**config.mk**
```make
export PLATFORM = sky130hd
export DESIGN_NAME = key_chord_remapper_core_flat
export DESIGN_NICKNAME = d
export VERILOG_FILES = /design/src/hdl/kcr_pkg.sv /design/src/hdl/kcr_in_if.sv /design/src/hdl/kcr_out_if.sv /design/src/hdl/kcr_front.sv /design/src/hdl/kcr_queue.sv /design/src/hdl/kcr_back.sv /design/src/hdl/key_chord_remapper_core.sv /design/src/flat_wrapper.sv
export VERILOG_INCLUDE_DIRS = /design/src /design/src/hdl
export SDC_FILE = /design/constraint.sdc
export NUM_CORES = 1
export LEC_CHECK = 0
export BUFFER_PORTS_ARGS = -buffer_cell sky130_fd_sc_hd__buf_2
export CAP_MARGIN = 30
export CORE_MARGIN = 3
export CORE_UTILIZATION = 38
export DETAILED_ROUTE_END_ITERATION = 6
export MAX_ROUTING_LAYER = met4
export PLACE_DENSITY_LB_ADDON = 0.05
export SLEW_MARGIN = 10
export SYNTH_ARGS = -nofsm -noshare
export SYNTH_HDL_FRONTEND = slang
export SYNTH_HIERARCHICAL = 1
export SYNTH_SLANG_ARGS = --single-unit
```
**constraint.sdc**
```tcl
create_clock -name clk -period 6.84 [get_ports clk]
set_input_delay 0.342 -clock clk [delete_from_list [all_inputs] [get_ports clk]]
set_output_delay 0.342 -clock clk [all_outputs]
set_load 0.005 [all_outputs]
```
**src/hdl/key_chord_remapper_core_macros.svh**
```systemverilog
// Assertion macros used by the file that checks this block.
`ifndef KEY_CHORD_REMAPPER_CORE_MACROS_SVH
`define KEY_CHORD_REMAPPER_CORE_MACROS_SVH

// The consequent must hold in the same cycle as the antecedent.
`define KCR_ASSERT_SAME(label, clk, rst_n, ante, cons) \
	label: assert property (@(posedge clk) disable iff (!rst_n) (ante) |-> (cons)) \
		else $error("kcr: same-cycle check failed");

// The consequent must hold in the cycle after the antecedent.
`define KCR_ASSERT_NEXT(label, clk, rst_n, ante, cons) \
	label: assert property (@(posedge clk) disable iff (!rst_n) (ante) |=> (cons)) \
		else $error("kcr: next-cycle check failed");

`endif

```
**src/hdl/kcr_pkg.sv**
```systemverilog
package kcr_pkg;

	localparam int PENDING_MAX = 255;
	localparam int PENDING_W = $clog2(PENDING_MAX + 1);
	localparam int MAX_RESULTS = 3;
	localparam int CNT_W = $clog2(MAX_RESULTS + 1);
	localparam int QDEPTH = 2;
	localparam int QPTR_W = (QDEPTH > 1) ? $clog2(QDEPTH) : 1;
	localparam int QCNT_W = $clog2(QDEPTH + 1);
	localparam int IDX_W = 3;

	typedef logic [PENDING_W-1:0] pend_t;
	typedef logic [CNT_W-1:0] rcnt_t;

	typedef enum logic [IDX_W-1:0] {
		REG_LEFT_WIN     = 3'd0,
		REG_RIGHT_WIN    = 3'd1,
		REG_LEFT_SHIFT   = 3'd2,
		REG_RIGHT_SHIFT  = 3'd3,
		REG_RIGHT_CTRL   = 3'd4,
		REG_TRIGGER      = 3'd5,
		REG_TRIG_PREFIX  = 3'd6
	} reg_index_t;

	localparam logic [7:0] RST_LEFT_WIN    = 8'd91;
	localparam logic [7:0] RST_RIGHT_WIN   = 8'd92;
	localparam logic [7:0] RST_LEFT_SHIFT  = 8'd42;
	localparam logic [7:0] RST_RIGHT_SHIFT = 8'd54;
	localparam logic [7:0] RST_RIGHT_CTRL  = 8'd29;
	localparam logic [7:0] RST_TRIGGER     = 8'd110;

	typedef struct packed {
		logic [7:0] unit_id;
		logic [7:0] scan_code;
		logic       prefix_e0;
		logic       key_release;
		logic [5:0] other_flags;
	} result_t;

	typedef struct packed {
		rcnt_t                         count;
		result_t [MAX_RESULTS-1:0]     res;
	} batch_t;

	typedef struct packed {
		logic armed;
		logic chord_active;
		logic release_phase;
	} status_t;

endpackage

```
**src/hdl/kcr_in_if.sv**
```systemverilog
interface kcr_in_if;
	logic       valid;
	logic       ready;
	logic [7:0] unit_id;
	logic [7:0] scan_code;
	logic       prefix_e0;
	logic       key_release;
	logic [5:0] other_flags;

	modport source (output valid, unit_id, scan_code, prefix_e0, key_release, other_flags,
		input ready);
	modport sink (input valid, unit_id, scan_code, prefix_e0, key_release, other_flags,
		output ready);
endinterface

```
**src/hdl/kcr_out_if.sv**
```systemverilog
interface kcr_out_if;
	logic       valid;
	logic       ready;
	logic [7:0] out_unit_id;
	logic [7:0] out_scan_code;
	logic       out_prefix_e0;
	logic       out_key_release;
	logic [5:0] out_other_flags;
	logic       last_of_run;

	modport source (output valid, out_unit_id, out_scan_code, out_prefix_e0,
		out_key_release, out_other_flags, last_of_run, input ready);
	modport sink (input valid, out_unit_id, out_scan_code, out_prefix_e0,
		out_key_release, out_other_flags, last_of_run, output ready);
endinterface

```
**src/hdl/kcr_front.sv**
```systemverilog
module kcr_front (
	input  logic                 clk,
	input  logic                 arst_n,
	input  logic                 wr_en,
	input  logic [kcr_pkg::IDX_W-1:0] wr_index,
	input  logic [7:0]           wr_data,
	kcr_in_if.sink               key_event,
	output logic                 push_valid,
	input  logic                 push_ready,
	output kcr_pkg::batch_t      push_batch,
	output kcr_pkg::status_t     status
);

	logic [7:0] left_win_q, right_win_q, left_shift_q, right_shift_q;
	logic [7:0] right_ctrl_q, trigger_q;
	logic       trig_prefix_q;

	logic       armed_q, snapshot_q, shift_down_q, chord_q, release_q;
	logic [7:0] armed_unit_q;
	kcr_pkg::pend_t lshift_q, rshift_q, lwin_q, rwin_q;

	logic       armed_d, snapshot_d, shift_down_d, chord_d, release_d;
	logic [7:0] armed_unit_d;
	kcr_pkg::pend_t lshift_d, rshift_d, lwin_d, rwin_d;

	logic accept, make, is_shift, is_win, is_trig, forward;
	kcr_pkg::result_t in_res;
	kcr_pkg::batch_t  batch;

	function automatic kcr_pkg::result_t synth(input logic [7:0] unit, input logic [7:0] sc,
		input logic e0, input logic rel);
		kcr_pkg::result_t r;
		r.unit_id     = unit;
		r.scan_code   = sc;
		r.prefix_e0   = e0;
		r.key_release = rel;
		r.other_flags = 6'd0;
		return r;
	endfunction

	function automatic kcr_pkg::pend_t bump(input kcr_pkg::pend_t c);
		if (c != kcr_pkg::PENDING_W'(kcr_pkg::PENDING_MAX))
			return c + kcr_pkg::PENDING_W'(1);
		return c;
	endfunction

	assign key_event.ready = push_ready;
	assign accept = key_event.valid && push_ready;

	assign make     = !key_event.key_release;
	assign is_shift = !key_event.prefix_e0 &&
		(key_event.scan_code == left_shift_q || key_event.scan_code == right_shift_q);
	assign is_win   = key_event.prefix_e0 &&
		(key_event.scan_code == left_win_q || key_event.scan_code == right_win_q);
	assign is_trig  = (key_event.scan_code == trigger_q) && (key_event.prefix_e0 == trig_prefix_q);

	always_comb begin
		in_res.unit_id     = key_event.unit_id;
		in_res.scan_code   = key_event.scan_code;
		in_res.prefix_e0   = key_event.prefix_e0;
		in_res.key_release = key_event.key_release;
		in_res.other_flags = key_event.other_flags;
	end

	always_comb begin
		armed_d      = armed_q;
		armed_unit_d = armed_unit_q;
		snapshot_d   = snapshot_q;
		shift_down_d = shift_down_q;
		chord_d      = chord_q;
		release_d    = release_q;
		lshift_d     = lshift_q;
		rshift_d     = rshift_q;
		lwin_d       = lwin_q;
		rwin_d       = rwin_q;
		forward      = 1'b1;
		batch.count  = '0;
		batch.res    = '0;

		if (release_q) begin
			if (!make) begin
				if (is_shift) begin
					if (key_event.scan_code == left_shift_q && lshift_q != '0) begin
						lshift_d = lshift_q - kcr_pkg::PENDING_W'(1);
						forward  = 1'b0;
					end else if (key_event.scan_code == right_shift_q && rshift_q != '0) begin
						rshift_d = rshift_q - kcr_pkg::PENDING_W'(1);
						forward  = 1'b0;
					end
				end else if (is_win) begin
					if (key_event.scan_code == left_win_q && lwin_q != '0) begin
						lwin_d  = lwin_q - kcr_pkg::PENDING_W'(1);
						forward = 1'b0;
					end else if (key_event.scan_code == right_win_q && rwin_q != '0) begin
						rwin_d  = rwin_q - kcr_pkg::PENDING_W'(1);
						forward = 1'b0;
					end
				end
			end
			if (lshift_d == '0 && rshift_d == '0 && lwin_d == '0 && rwin_d == '0)
				release_d = 1'b0;
		end else if (chord_q) begin
			if (is_win) begin
				forward = 1'b0;
			end else if (is_trig && !make) begin
				batch.res[0] = synth(key_event.unit_id, right_ctrl_q, 1'b1, 1'b1);
				batch.count  = kcr_pkg::CNT_W'(1);
				chord_d      = 1'b0;
				release_d    = 1'b1;
				forward      = 1'b0;
			end
		end else if (!armed_q) begin
			if (make && is_win && key_event.scan_code == left_win_q) begin
				armed_d      = 1'b1;
				armed_unit_d = key_event.unit_id;
				snapshot_d   = shift_down_q;
				forward      = 1'b0;
			end else if (make && is_trig) begin
				batch.res[0] = synth(key_event.unit_id, left_win_q, 1'b1, 1'b1);
				batch.res[1] = synth(key_event.unit_id, left_shift_q, 1'b0, 1'b1);
				batch.res[2] = synth(key_event.unit_id, right_ctrl_q, 1'b1, 1'b0);
				batch.count  = kcr_pkg::CNT_W'(3);
				lwin_d       = bump(lwin_q);
				lshift_d     = bump(lshift_q);
				shift_down_d = 1'b0;
				chord_d      = 1'b1;
				forward      = 1'b0;
			end
		end else begin
			if (make && is_shift && key_event.scan_code == left_shift_q) begin
				forward = 1'b0;
			end else if (make && is_trig) begin
				batch.res[0] = synth(armed_unit_q, left_win_q, 1'b1, 1'b1);
				if (!snapshot_q) begin
					batch.res[1] = synth(armed_unit_q, left_shift_q, 1'b0, 1'b1);
					batch.res[2] = synth(armed_unit_q, right_ctrl_q, 1'b1, 1'b0);
					batch.count  = kcr_pkg::CNT_W'(3);
					shift_down_d = 1'b0;
				end else begin
					batch.res[1] = synth(armed_unit_q, right_ctrl_q, 1'b1, 1'b0);
					batch.count  = kcr_pkg::CNT_W'(2);
				end
				lwin_d   = bump(lwin_q);
				lshift_d = bump(lshift_q);
				chord_d  = 1'b1;
				armed_d  = 1'b0;
				forward  = 1'b0;
			end else if (!make && is_win && key_event.scan_code == left_win_q) begin
				batch.res[0] = synth(armed_unit_q, left_win_q, 1'b1, 1'b0);
				batch.res[1] = in_res;
				batch.count  = kcr_pkg::CNT_W'(2);
				armed_d      = 1'b0;
				forward      = 1'b0;
			end
		end

		if (forward) begin
			batch.res[0] = in_res;
			batch.count  = kcr_pkg::CNT_W'(1);
			if (is_shift)
				shift_down_d = make;
		end
	end

	assign push_valid = accept && (batch.count != '0);
	assign push_batch = batch;

	assign status.armed         = armed_q;
	assign status.chord_active  = chord_q;
	assign status.release_phase = release_q;

	always_ff @(posedge clk or negedge arst_n) begin
		if (!arst_n) begin
			left_win_q    <= kcr_pkg::RST_LEFT_WIN;
			right_win_q   <= kcr_pkg::RST_RIGHT_WIN;
			left_shift_q  <= kcr_pkg::RST_LEFT_SHIFT;
			right_shift_q <= kcr_pkg::RST_RIGHT_SHIFT;
			right_ctrl_q  <= kcr_pkg::RST_RIGHT_CTRL;
			trigger_q     <= kcr_pkg::RST_TRIGGER;
			trig_prefix_q <= 1'b0;
			armed_q       <= 1'b0;
			armed_unit_q  <= 8'd0;
			snapshot_q    <= 1'b0;
			shift_down_q  <= 1'b0;
			chord_q       <= 1'b0;
			release_q     <= 1'b0;
			lshift_q      <= '0;
			rshift_q      <= '0;
			lwin_q        <= '0;
			rwin_q        <= '0;
		end else begin
			if (wr_en) begin
				unique case (wr_index)
					kcr_pkg::REG_LEFT_WIN:    left_win_q    <= wr_data;
					kcr_pkg::REG_RIGHT_WIN:   right_win_q   <= wr_data;
					kcr_pkg::REG_LEFT_SHIFT:  left_shift_q  <= wr_data;
					kcr_pkg::REG_RIGHT_SHIFT: right_shift_q <= wr_data;
					kcr_pkg::REG_RIGHT_CTRL:  right_ctrl_q  <= wr_data;
					kcr_pkg::REG_TRIGGER:     trigger_q     <= wr_data;
					kcr_pkg::REG_TRIG_PREFIX: trig_prefix_q <= wr_data[0];
					default: ;
				endcase
			end
			if (accept) begin
				armed_q      <= armed_d;
				armed_unit_q <= armed_unit_d;
				snapshot_q   <= snapshot_d;
				shift_down_q <= shift_down_d;
				chord_q      <= chord_d;
				release_q    <= release_d;
				lshift_q     <= lshift_d;
				rshift_q     <= rshift_d;
				lwin_q       <= lwin_d;
				rwin_q       <= rwin_d;
			end
		end
	end

endmodule

```
**src/hdl/kcr_queue.sv**
```systemverilog
module kcr_queue (
	input  logic                       clk,
	input  logic                       arst_n,
	input  logic                       push_valid,
	output logic                       push_ready,
	input  kcr_pkg::batch_t            push_batch,
	output logic                       pop_valid,
	input  logic                       pop_ready,
	output kcr_pkg::batch_t            pop_batch,
	output logic [kcr_pkg::QCNT_W-1:0] fill
);

	kcr_pkg::batch_t mem_q [kcr_pkg::QDEPTH];
	logic [kcr_pkg::QPTR_W-1:0] wr_ptr_q, rd_ptr_q;
	logic [kcr_pkg::QCNT_W-1:0] count_q;
	logic do_push, do_pop;

	function automatic logic [kcr_pkg::QPTR_W-1:0] next_ptr(
		input logic [kcr_pkg::QPTR_W-1:0] p);
		if (p == kcr_pkg::QPTR_W'(kcr_pkg::QDEPTH - 1))
			return '0;
		return p + kcr_pkg::QPTR_W'(1);
	endfunction

	assign push_ready = (count_q != kcr_pkg::QCNT_W'(kcr_pkg::QDEPTH));
	assign pop_valid  = (count_q != '0);
	assign pop_batch  = mem_q[rd_ptr_q];
	assign fill       = count_q;
	assign do_push    = push_valid && push_ready;
	assign do_pop     = pop_valid && pop_ready;

	always_ff @(posedge clk) begin
		if (do_push)
			mem_q[wr_ptr_q] <= push_batch;
	end

	always_ff @(posedge clk or negedge arst_n) begin
		if (!arst_n) begin
			wr_ptr_q <= '0;
			rd_ptr_q <= '0;
			count_q  <= '0;
		end else begin
			if (do_push)
				wr_ptr_q <= next_ptr(wr_ptr_q);
			if (do_pop)
				rd_ptr_q <= next_ptr(rd_ptr_q);
			if (do_push && !do_pop)
				count_q <= count_q + kcr_pkg::QCNT_W'(1);
			else if (do_pop && !do_push)
				count_q <= count_q - kcr_pkg::QCNT_W'(1);
		end
	end

endmodule

```
**src/hdl/kcr_back.sv**
```systemverilog
module kcr_back (
	input  logic            clk,
	input  logic            arst_n,
	input  logic            pop_valid,
	output logic            pop_ready,
	input  kcr_pkg::batch_t pop_batch,
	kcr_out_if.source       key_result
);

	logic            valid_q;
	kcr_pkg::result_t res_q;
	logic            last_q;
	kcr_pkg::rcnt_t  idx_q;
	logic            advance, is_last;
	kcr_pkg::result_t sel;

	assign advance   = !valid_q || key_result.ready;
	assign is_last   = (idx_q == pop_batch.count - kcr_pkg::CNT_W'(1));
	assign pop_ready = advance && is_last;

	always_comb begin
		sel = pop_batch.res[0];
		for (int i = 1; i < kcr_pkg::MAX_RESULTS; i++) begin
			if (idx_q == kcr_pkg::CNT_W'(i))
				sel = pop_batch.res[i];
		end
	end

	always_ff @(posedge clk) begin
		if (advance && pop_valid) begin
			res_q  <= sel;
			last_q <= is_last;
		end
	end

	always_ff @(posedge clk or negedge arst_n) begin
		if (!arst_n) begin
			valid_q <= 1'b0;
			idx_q   <= '0;
		end else if (advance) begin
			valid_q <= pop_valid;
			if (pop_valid) begin
				if (is_last)
					idx_q <= '0;
				else
					idx_q <= idx_q + kcr_pkg::CNT_W'(1);
			end
		end
	end

	assign key_result.valid           = valid_q;
	assign key_result.out_unit_id     = res_q.unit_id;
	assign key_result.out_scan_code   = res_q.scan_code;
	assign key_result.out_prefix_e0   = res_q.prefix_e0;
	assign key_result.out_key_release = res_q.key_release;
	assign key_result.out_other_flags = res_q.other_flags;
	assign key_result.last_of_run     = last_q;

endmodule

```
**src/hdl/key_chord_remapper_core.sv**
```systemverilog
// Remaps a left-Win, left-Shift and trigger-key chord into a right-Ctrl press and
// release, swallowing the real breaks of the chord keys afterwards. The front end
// takes one scan event per cycle while the queue has room and settles all chord state
// in that cycle; each event becomes a word group of zero to three result words, which
// waits in a two-entry queue. The back end sends one result word per cycle while the
// result port is ready, through a registered output. A forwarded event or a chord's
// trigger break yields one word, a chord trigger two or three, an armed Win release
// two. The result port sets the sustained rate; the input stalls only when both queue
// entries are taken. The code registers may be written at any time the block is idle.
`include "key_chord_remapper_core_macros.svh"

module key_chord_remapper_core (
	input  logic                      clk,
	input  logic                      arst_n,
	input  logic                      wr_en,
	input  logic [kcr_pkg::IDX_W-1:0] wr_index,
	input  logic [7:0]                wr_data,
	kcr_in_if.sink                    key_event,
	kcr_out_if.source                 key_result
);

	logic                       push_valid, push_ready, pop_valid, pop_ready;
	kcr_pkg::batch_t            push_batch, pop_batch;
	kcr_pkg::status_t           status;
	logic [kcr_pkg::QCNT_W-1:0] fill;

	kcr_front u_front (
		.clk        (clk),
		.arst_n     (arst_n),
		.wr_en      (wr_en),
		.wr_index   (wr_index),
		.wr_data    (wr_data),
		.key_event  (key_event),
		.push_valid (push_valid),
		.push_ready (push_ready),
		.push_batch (push_batch),
		.status     (status)
	);

	kcr_queue u_queue (
		.clk        (clk),
		.arst_n     (arst_n),
		.push_valid (push_valid),
		.push_ready (push_ready),
		.push_batch (push_batch),
		.pop_valid  (pop_valid),
		.pop_ready  (pop_ready),
		.pop_batch  (pop_batch),
		.fill       (fill)
	);

	kcr_back u_back (
		.clk        (clk),
		.arst_n     (arst_n),
		.pop_valid  (pop_valid),
		.pop_ready  (pop_ready),
		.pop_batch  (pop_batch),
		.key_result (key_result)
	);

	`KCR_ASSERT_SAME(a_modes_exclusive, clk, arst_n, 1'b1, $onehot0({status.armed, status.chord_active, status.release_phase}))
	`KCR_ASSERT_SAME(a_fill_bound, clk, arst_n, 1'b1, fill <= kcr_pkg::QCNT_W'(kcr_pkg::QDEPTH))
	`KCR_ASSERT_NEXT(a_stall_no_drain, clk, arst_n, key_result.valid && !key_result.ready, fill >= $past(fill))

endmodule
```
**src/flat_wrapper.sv**
```systemverilog
// flat-port wrapper written by rule: the top's interface ports become plain ports
module key_chord_remapper_core_flat 
  (clk, arst_n, wr_en, wr_index, wr_data, key_event_valid, key_event_unit_id, key_event_scan_code, key_event_prefix_e0, key_event_key_release, key_event_other_flags, key_event_ready, key_result_valid, key_result_out_unit_id, key_result_out_scan_code, key_result_out_prefix_e0, key_result_out_key_release, key_result_out_other_flags, key_result_last_of_run, key_result_ready);
  kcr_in_if key_event_i ();
  kcr_out_if key_result_i ();
  input  logic clk;
  input  logic arst_n;
  input  logic wr_en;
  input  logic [kcr_pkg::IDX_W-1:0] wr_index;
  input  logic [7:0] wr_data;
  input wire logic [$bits(key_event_i.valid)-1:0] key_event_valid;
  input wire logic [$bits(key_event_i.unit_id)-1:0] key_event_unit_id;
  input wire logic [$bits(key_event_i.scan_code)-1:0] key_event_scan_code;
  input wire logic [$bits(key_event_i.prefix_e0)-1:0] key_event_prefix_e0;
  input wire logic [$bits(key_event_i.key_release)-1:0] key_event_key_release;
  input wire logic [$bits(key_event_i.other_flags)-1:0] key_event_other_flags;
  output wire logic [$bits(key_event_i.ready)-1:0] key_event_ready;
  output wire logic [$bits(key_result_i.valid)-1:0] key_result_valid;
  output wire logic [$bits(key_result_i.out_unit_id)-1:0] key_result_out_unit_id;
  output wire logic [$bits(key_result_i.out_scan_code)-1:0] key_result_out_scan_code;
  output wire logic [$bits(key_result_i.out_prefix_e0)-1:0] key_result_out_prefix_e0;
  output wire logic [$bits(key_result_i.out_key_release)-1:0] key_result_out_key_release;
  output wire logic [$bits(key_result_i.out_other_flags)-1:0] key_result_out_other_flags;
  output wire logic [$bits(key_result_i.last_of_run)-1:0] key_result_last_of_run;
  input wire logic [$bits(key_result_i.ready)-1:0] key_result_ready;
  assign key_event_i.valid = key_event_valid;
  assign key_event_i.unit_id = key_event_unit_id;
  assign key_event_i.scan_code = key_event_scan_code;
  assign key_event_i.prefix_e0 = key_event_prefix_e0;
  assign key_event_i.key_release = key_event_key_release;
  assign key_event_i.other_flags = key_event_other_flags;
  assign key_event_ready = key_event_i.ready;
  assign key_result_valid = key_result_i.valid;
  assign key_result_out_unit_id = key_result_i.out_unit_id;
  assign key_result_out_scan_code = key_result_i.out_scan_code;
  assign key_result_out_prefix_e0 = key_result_i.out_prefix_e0;
  assign key_result_out_key_release = key_result_i.out_key_release;
  assign key_result_out_other_flags = key_result_i.out_other_flags;
  assign key_result_last_of_run = key_result_i.last_of_run;
  assign key_result_i.ready = key_result_ready;
  key_chord_remapper_core u_core (.clk(clk), .arst_n(arst_n), .wr_en(wr_en), .wr_index(wr_index), .wr_data(wr_data), .key_event(key_event_i), .key_result(key_result_i));
endmodule
```
==> run metrics, run 1 <==
status completed; maximum VDD drop 0.0002366 V; Slew @ Worst Pin about 900 ps; crit-path max cell delay 830 ps; Post-Syn Area per Cell between 10 and 15 sq um; Num CTS Buffers 34; Worst Hold Path Cells 2; P_leak between 6 and 7 nW; Max Clock Freq approximately 220 MHz; slowest CP cell and3_4; die area between 30000 and 40000 sq um; hold path start key_event_unit_id[1]; routed wire length 30930 microns; drt drc 0; fraction of layout cells with a size suffix above 1 26.99%; Top delay family on crit path simple AND/OR/NAND/NOR gates; synthesized instance count 1065; Worst R2R Setup Slack 2220 ps; largest net degree at the start of global routing 66; CP Launch Type register; Clock transition at path regs roughly 60 ps; crit path kind reg -> reg; Fin Setup TNS 0 ps; worst r2r src u_core/u_front/rshift_q[2]; CP Data Arrival Time ~4800 ps; Final min period between 4000 and 5000 ps; Area Overhead vs Synth 13.16%; FF-to-FF path depth 9; drt wl/cell 19.20 microns; CTS Sinks approximately 270; Pwr per Cell Area 354.5 nW/um^2; Critical Path Stages 9; Post-CTS Resized 0; GR Overflow Total 0; dpl hpwl around 21000 microns; core area 34970 sq um; critical path endpoint category register; DR vias/cell 5.157; clk buf depth 3; critical path's most frequent cell nor2_1; HP Class in -> reg; Diodes inserted 0; first-pass GRT wire length ~49000 microns; Worst slew margin 38.64%; final hold violations 0; Die X 195.5 microns; synth warn 6; setup repair bufs after CTS 0; CP required between 7000 and 8000 ps; Netlist Area Pre-Place between 10000 and 15000 sq um; fin nets approximately 1200; Layout Skew approximately 15 ps; Core Util, Final 44.16%; GPL Wtd Cong 0.8263; max-cap violation count 0; vias in the first global route ~8400; I/O Buffers 66; later-pin clock latency in the skew report 510 ps; Ports 67; CTS tree yes; CP Cell Sequence or4_1, nor4b_1, nor2_1, o311ai_1, a211o_1, nor2_1, a21oi_1, and3_4, buf_4; Slew Limit Fails 0; end of the worst hold path u_core/u_front/armed_unit_q[1]; initial DRC count 410; Crit Reg-Reg Endpoint u_core/u_queue/mem_q[1][63]; Total Routing Usage GR around 17%; Finish-stage setup viols 0; drt first pass iters 5; crit path max fanout between 50 and 60; Initial Util 39.02%; Core Rows 68; vias around 8300; Detail Route Antenna Nets 0; RSZ-0062 raised after global routing no; FF+latch area around 7800 sq um; area of the multi-input gates 5438 sq um; Bufs and invs on worst path 1; die span in y 195.5 microns; period utilisation layout between 60% and 70%; H-tree depth 2; Root Buffer clkbuf_16; initial antenna violation count 0; fill count 3220
## worst max path at each step
| stage | startpoint | end | slack (ps) |
|---|---|---|---|
| 6_report | u_core/u_front/rshift_q[2] | u_core/u_queue/mem_q[1][63] | 2220 |
| 5_1_grt | u_core/u_front/rshift_q[2] | u_core/u_queue/mem_q[1][63] | 1940 |
| 4_1_cts | u_core/u_front/rshift_q[2] | u_core/u_queue/mem_q[1][63] | 2210 |
| 3_5_place_dp | u_core/u_front/rshift_q[2] | u_core/u_queue/mem_q[1][30] | 2210 |
| 3_3_place_gp | u_core/u_front/rshift_q[2] | u_core/u_queue/mem_q[1][62] | 2330 |
| 2_1_floorplan | u_core/u_front/rshift_q[2] | u_core/u_queue/mem_q[0][0] | 830 |
## state kept, by name, indices dropped and copies added, names as in the netlist, 2 cells and up
name,flops
u_core/u_back/idx_q,2
u_core/u_back/key_result.out_other_flags,6
u_core/u_back/key_result.out_scan_code,8
u_core/u_back/key_result.out_unit_id,8
u_core/u_front/armed_unit_q,8
u_core/u_front/left_shift_q,8
u_core/u_front/left_win_q,8
u_core/u_front/lshift_q,8
u_core/u_front/lwin_q,8
u_core/u_front/right_ctrl_q,8
u_core/u_front/right_shift_q,8
u_core/u_front/right_win_q,8
u_core/u_front/rshift_q,8
u_core/u_front/rwin_q,8
u_core/u_front/trigger_q,8
u_core/u_queue/fill,2
u_core/u_queue/mem_q,148
## metrics by stage
stage	total power, W	hold slack (ps)	cells	worst slack, ps	instance area [sq um]
global route	0.005770	125.7	1611	1945	15440
finish	0.005474	123.7	1611	2222	15440
global placement	0.003767	362.4	1548	2328	14320
CTS	0.005581	107.5	1610	2208	15430
floorplan	0.003404	46.41	1071	834.0	13670
detailed placement	0.003776	363.2	1548	2211	14320
## timing repair
action / CTS / global route
hold buffers: 1 / 0
setup endpoints to repair: 0 / 0
endpoints found under the hold margin: 36 / 0
## cells in the final DEF, fill, tap and decap left out, types with 16 or more instances in the layout
cell       count
nor3_1        16
xnor2_1       32
a21oi_1       31
mux2i_1       36
dfrtp_1       75
buf_2         65
edfxtp_1     173
nor2_1        56
xor2_1        40
dfstp_2       25
inv_1         26
clkbuf_16     35
nand2_1       91
mux2_2        81
nand3_1       22
o21ai_0       28
mux2_4        50
and2_1        28
## layout make-up
| type | instances | share of cell area [%] |
|---|---|---|
| well taps | 455 | 3.687 |
| multi-input cells | 711 | 35.22 |
| clock buffers | 44 | 5.956 |
| inverters | 28 | 0.6807 |
| flip-flops and latches | 274 | 50.24 |
| repair buffers | 82 | 3.031 |
| clock inverters | 17 | 1.191 |
## routing by layer
metal,share of wire (%),routed length [microns],track usage [%]
met5,0,0,-
met2,46,14280,25.65
met3,3.6,1123,2.381
met1,48,14920,23.41
met4,2.0,613,3.829
## report_power, final
part / switching (W) / internal [W]
combinational: 0.000689 / 0.000626
sequential: 0.000174 / 0.00222
clock: 0.000697 / 0.00107
Note: power is estimated with default switching activity, not from simulation.
==> run 2: changes to the inputs <==
==> constraint.sdc (replaced) <==
create_clock -name clk -period 4 [get_ports clk]
set_input_delay 0.2 -clock clk [delete_from_list [all_inputs] [get_ports clk]]
set_output_delay 0.2 -clock clk [all_outputs]
set_load 0.005 [all_outputs]
==> run 2 against run 1 <==
Core utilization up 0.42 points. Clock skew decreased by 6.9 ps. Sequential power is 70% higher. Non-clock buffer count increased by 19. Combinational power up 76%. Sequential cell count unchanged. Critical path type unchanged. Highest routed layer unchanged.
==> run metrics, run 2 (synthesized netlist as in run 1, its figures left out) <==
Core Rows 68 (unchanged); first-pass GRT wire length 49780 microns (+1.4%); GRT met2 Usage 26.14% (+0.49 points); vias in the first global route 8548 (+2.3%); CTS tree yes; max reg flops 148 (unchanged); Crit Reg-Reg Endpoint u_core/u_queue/mem_q[0][11]; die area 38220 sq um (unchanged); Clock transition at path regs 50 ps (about the same); Max Clock Freq 287.8 MHz (+33%); Worst slew margin 46.56% (+7.9 points); maximum VDD drop 0.0002904 V (+23%); end of the worst hold path u_core/u_front/armed_unit_q[7]; Area Overhead vs Synth 14.22%; FF-to-FF path depth 10 (+1); Fin Setup TNS 0 ps (unchanged); Finish-stage setup viols 0 (unchanged); critical path endpoint category register; I/O Buffers 66 (unchanged); worst r2r src u_core/u_front/rshift_q[2]; worst slack, placed 524.6 ps (-1686 ps); Slew @ Worst Pin 801.6 ps (-118.8 ps); hold path start key_event_unit_id[7]; vias 8373 (+0.78%); CP Data Arrival Time 3620 ps (-1190 ps); CTS Sinks 274 (unchanged); fraction of layout cells with a size suffix above 1 27.60% (+0.61 points); dpl hpwl 21710 microns (+3.8%); later-pin clock latency in the skew report 500 ps (about the same); status completed; drt first pass iters 4 (-1); GPL Wtd Cong 0.7989 (-3.3%); crit path kind reg -> reg; Detail Route Antenna Nets 0 (unchanged); Worst Hold Path Cells 2 (unchanged); highest-count cells in the layout ignoring fill and taps edfxtp_1, nand2_1, mux2_2; H-tree depth 2 (unchanged); met1 usage 23.57% (+0.16 points); Initial Util 39.02% (unchanged); Total Routing Usage GR 16.95% (+0.34 points); Layout Skew 7.986 ps (-6.933 ps); crit path max fanout 74 (+28%); Worst R2R Setup Slack 530 ps (-1700 ps); Root Buffer clkbuf_16; Final Cell Area 15590 sq um (+0.94%); largest net degree at the start of global routing 75 (+14%); CP Launch Type register; Die X 195.5 microns (unchanged); initial antenna violation count 0 (unchanged); area of the multi-input gates 5433 sq um (about the same); DP Area 14460 sq um (+0.98%); Ports 67 (unchanged); FF+latch area 7757 sq um (unchanged); die span in y 195.5 microns (unchanged); drt wl/cell 19.33 microns (+0.70%); Pwr per Cell Area 596.0 nW/um^2 (+68%); Reg with most FFs u_core/u_queue/mem_q; core area 34970 sq um (unchanged); DR vias/cell 5.140 (-0.33%); min setup slack post-route 525.8 ps (-1696 ps); GRT Max-Usage Layer met2; period utilisation layout 86.85% (+19 points); drt drc 0 (unchanged); CP required 4140 ps (-2890 ps); Diodes inserted 0 (unchanged); HP Class in -> reg; P_leak 6.113 nW (+1.3%); Slew Limit Fails 0 (unchanged); Final min period 3474 ps (-1144 ps); GR Overflow Total 0 (unchanged); met3 usage 2.657% (+0.28 points); routed wire length 31500 microns (+1.8%); RSZ-0062 raised after global routing no; clk buf depth 3 (unchanged); fin nets 1203 (+1.6%); final hold violations 0 (unchanged); fill count 3237 (+0.53%); initial DRC count 368 (-10%); Num CTS Buffers 34 (unchanged); most common cell after layout, fill and taps aside edfxtp_1; max-cap violation count 0 (unchanged)
==> run 2: cell count changes in the layout (fill, tap and decap cells not counted), sizes merged <==
cell,before,now
dlygate4sd3,1,6
clkbuf,45,41
inv,30,28
bufinv,3,2
clkinvlp,2,3
buf,80,95
clkinv,10,14
==> run 2: cell type report <==
cell class              instances  area share (%)
flip-flops and latches        274           49.77
multi-input cells             711           34.86
clock buffers                  41           5.892
repair buffers                101           4.206
well taps                     455           3.653
clock inverters                19          0.9473
inverters                      28          0.6743
==> run 2: through the flow <==
stage | cells | power (W) | hold WS (ps) | util [%]
2_1_floorplan | 1071 | 0.005804 | -95.59 | -
3_3_place_gp | 1561 | 0.006467 | 459.3 | 41.25
3_5_place_dp | 1563 | 0.006488 | 118.5 | 41.35
4_1_cts | 1629 | 0.009481 | 1.435 | 44.57
5_1_grt | 1629 | 0.009830 | 5.037 | 44.57
6_report | 1629 | 0.009289 | 13.68 | 44.57
==> run 2: worst max-delay path by stage <==
stage,from,endpoint,slack [ps]
global route,u_core/u_front/rshift_q[2],u_core/u_queue/mem_q[0][10],240
floorplan,u_core/u_front/rshift_q[2],u_core/u_queue/mem_q[0][0],50
global placement,u_core/u_front/rshift_q[2],u_core/u_queue/mem_q[0][54],580
finish,u_core/u_front/rshift_q[2],u_core/u_queue/mem_q[0][11],530
detailed placement,u_core/u_front/left_shift_q[3],u_core/u_queue/mem_q[0][21],520
CTS,u_core/u_front/left_shift_q[3],u_core/u_queue/mem_q[1][21],490
==> run 2: critical path, cell delays in order, from the launching register on <==
cell and delay, ps:
dfrtp_1 460, or4_1 620, nor4b_1 470, nor2_1 80
o311ai_1 280, a211o_1 200, nor2_1 80, a21oi_1 200
nand2_1 170, nor2_4 130, buf_12 360
==> run 2: per-layer routing <==
metal  wire (microns)  vias to the layer above
met4              691                        0
met2            14480                      161
met5                0                        -
met1            15070                     4099
met3             1253                       49
li1                 -                     4064
==> run 2: report_power, final <==
group	total (W)	internal (W)	switching, W
logic	0.00230	0.00110	0.00121
clock network	0.00292	0.00176	0.00116
registers	0.00406	0.00379	0.000275
total	0.00929	0.00665	0.00264
==> run 2: repair_timing <==
item / in CTS / in global routing
setup endpoints to repair: 0 / 0
buffers inserted: 0 / 0
hold buffers: 6 / 0
hold endpoints to repair: 56 / 0
gates resized for setup: 0 / 0
==> run 3: changes to the inputs <==
--- a/config.mk
+++ b/config.mk
@@ -10,6 +10,7 @@
 export CAP_MARGIN = 30
 export CORE_MARGIN = 3
 export CORE_UTILIZATION = 38
+export CTS_BUF_LIST = sky130_fd_sc_hd__clkbuf_2 sky130_fd_sc_hd__clkbuf_4 sky130_fd_sc_hd__clkbuf_8
 export DETAILED_ROUTE_END_ITERATION = 6
 export MAX_ROUTING_LAYER = met4
 export PLACE_DENSITY_LB_ADDON = 0.05
==> run 3 against run 2 <==
Routed wire length rose by 2.6%. Non-clock buffer count rose by 24. Sequential cell count did not move. Via count rose by 2.2%. Count of clock-buffer cells in the layout rose by 24. Hold slack improved by 24 ps. Sequential share of layout area fell by 0.50 points. Fmax rose by 0.22%. Final cell count rose by 3.7%. Combinational power barely moved. Register-to-register slack barely moved. Power fell by 3.1%.
==> run metrics, run 3 (synthesized netlist as in run 1, its figures left out) <==
vias 8558 (+2.2%); P_leak 6.218 nW (+1.7%); maximum VDD drop 0.0002816 V (-3.0%); Finish-stage setup viols 0 (unchanged); period utilisation layout 86.66% (-0.19 points); H-tree depth 2 (unchanged); drt first pass iters 4 (unchanged); CP required 4370 ps (+230 ps); Core Rows 68 (unchanged); Clock transition at path regs 60 ps (about the same); Detail Route Antenna Nets 0 (unchanged); dpl hpwl 21710 microns (unchanged); vias in the first global route 8847 (+3.5%); core area 34970 sq um (unchanged); CTS Sinks 274 (unchanged); DR vias/cell 5.067 (-1.4%); crit path max fanout 19 (-74%); CP Data Arrival Time 3830 ps (+210 ps); die area 38220 sq um (unchanged); Fin Setup TNS 0 ps (unchanged); CTS tree yes; first-pass GRT wire length 51070 microns (+2.6%); fill count 3270 (+1.0%); area of the multi-input gates 5433 sq um (unchanged); fin nets 1244 (+3.4%); Diodes inserted 0 (unchanged); routed wire length 32330 microns (+2.6%); Final min period 3466 ps (-7.708 ps); Cell Count Post-Placement 1563 (unchanged); Worst Hold Path Cells 4 (+2); Slew @ Worst Pin 806.2 ps (+4.606 ps); status completed; fraction of layout cells with a size suffix above 1 28.69% (+1.1 points); highest-count cells in the layout ignoring fill and taps edfxtp_1, nand2_1, mux2_2; critical path endpoint category register; Pwr per Cell Area 571.5 nW/um^2 (-4.1%); initial antenna violation count 0 (unchanged); drt drc 0 (unchanged); Initial Util 39.02% (unchanged); CP Launch Type register; setup repair bufs after CTS 0 (unchanged); die span in y 195.5 microns (unchanged); min setup slack post-route 533.5 ps (+7.708 ps); Ports 67 (unchanged); worst slack, placed 524.6 ps (unchanged); Total Routing Usage GR 17.48% (+0.53 points); later-pin clock latency in the skew report 620 ps (+120 ps); largest net degree at the start of global routing 75 (unchanged); Worst slew margin 46.25% (-0.31 points); crit path kind reg -> reg; Slew Limit Fails 0 (unchanged); Num CTS Buffers 51 (+50%); drt wl/cell 19.14 microns (-1.0%); GR Overflow Total 0 (unchanged); final hold violations 0 (unchanged); max reg flops 148 (unchanged); Core Util, Final 45.02% (+0.45 points); FF+latch area 7757 sq um (unchanged); Max Clock Freq 288.5 MHz (+0.22%); Area Overhead vs Synth 15.38%; Root Buffer clkbuf_8; FF-to-FF path depth 8 (-2); Reg with most FFs u_core/u_queue/mem_q; max-cap violation count 0 (unchanged); I/O Buffers 66 (unchanged); initial DRC count 416 (+13%); most common cell after layout, fill and taps aside edfxtp_1; Layout Skew 33.90 ps (+25.91 ps); GPL Wtd Cong 0.7989 (unchanged); RSZ-0062 raised after global routing no; Die X 195.5 microns (unchanged); fin cells 1689 (+3.7%); clk buf depth 3 (unchanged); hold slack 37.62 ps (+23.93 ps); HP Class in -> reg
==> run 3: cell types whose count changed in the layout (fill, tap and decap cells not counted) <==
cell           delta
clkbuf_4         +11
clkbuf_1          -4
clkbuf_16        -35
dlygate4sd3_1    +24
clkbuf_8         +52
clkinv_1         +10
inv_8             +1
clkinv_2          +4
clkinvlp_4        -2
inv_12            +1
bufinv_16         -2
==> run 3: final timing paths <==
kind / from / endpoint / slack (ps)
max in group asynchronous: arst_n / u_core/u_queue/rd_ptr_q / 2090
max reg2reg: u_core/u_front/left_shift_q[3] / u_core/u_queue/mem_q[1][20] / 530
min reg2reg: u_core/u_queue/fill[1] / u_core/u_queue/fill[1] / 490
max: u_core/u_front/left_shift_q[3] / u_core/u_queue/mem_q[1][20] / 530
min in group asynchronous: arst_n / u_core/u_front/lwin_q[0] / 510
min: key_event_valid / u_core/u_front/armed_q / 40
==> run 3: routing by layer <==
| metal | part of all wire, % | wire length, microns | vias to the layer above | global-route usage [%] |
|---|---|---|---|---|
| met3 | 4.1 | 1324 | 66 | 3.485 |
| met2 | 45 | 14680 | 164 | 26.52 |
| met1 | 48 | 15590 | 4168 | 23.88 |
| li1 | - | - | 4160 | - |
| met4 | 2.3 | 732 | 0 | 5.202 |
| met5 | 0 | 0 | - | - |
==> run 3: worst max-delay path, cell delays in order (launching register included) <==
cell	delay (ps)
dfstp_2	550
xnor2_1	120
nand4_1	290
nor3_1	610
o311ai_1	200
a211o_1	340
buf_4	230
or3b_1	560
a22o_1	310
==> run 3: cell type report <==
class                   count  share of cell area, %
flip-flops and latches    274                  49.27
clock inverters            31                  1.001
well taps                 455                  3.616
clock buffers              65                  5.245
inverters                  28                 0.6676
repair buffers            125                  5.690
multi-input cells         711                  34.51
==> run 3: repair_timing <==
item / 4_1_cts / 5_1_grt
resized for setup: 0 / 0
hold buffers: 30 / 0
endpoints found under the hold margin: 161 / 0
==> run 3: power by group <==
group | total, W | switching [W] | internal (W)
logic | 0.00232 | 0.00121 | 0.00111
registers | 0.00406 | 0.000275 | 0.00379
clock network | 0.00261 | 0.00124 | 0.00137
==> run 3: per-stage QoR <==
stage | power (W) | area, sq um
2_1_floorplan | 0.005804 | 13680
3_3_place_gp | 0.006467 | 14430
3_5_place_dp | 0.006488 | 14460
4_1_cts | 0.009190 | 15740
5_1_grt | 0.009567 | 15740
6_report | 0.008997 | 15740
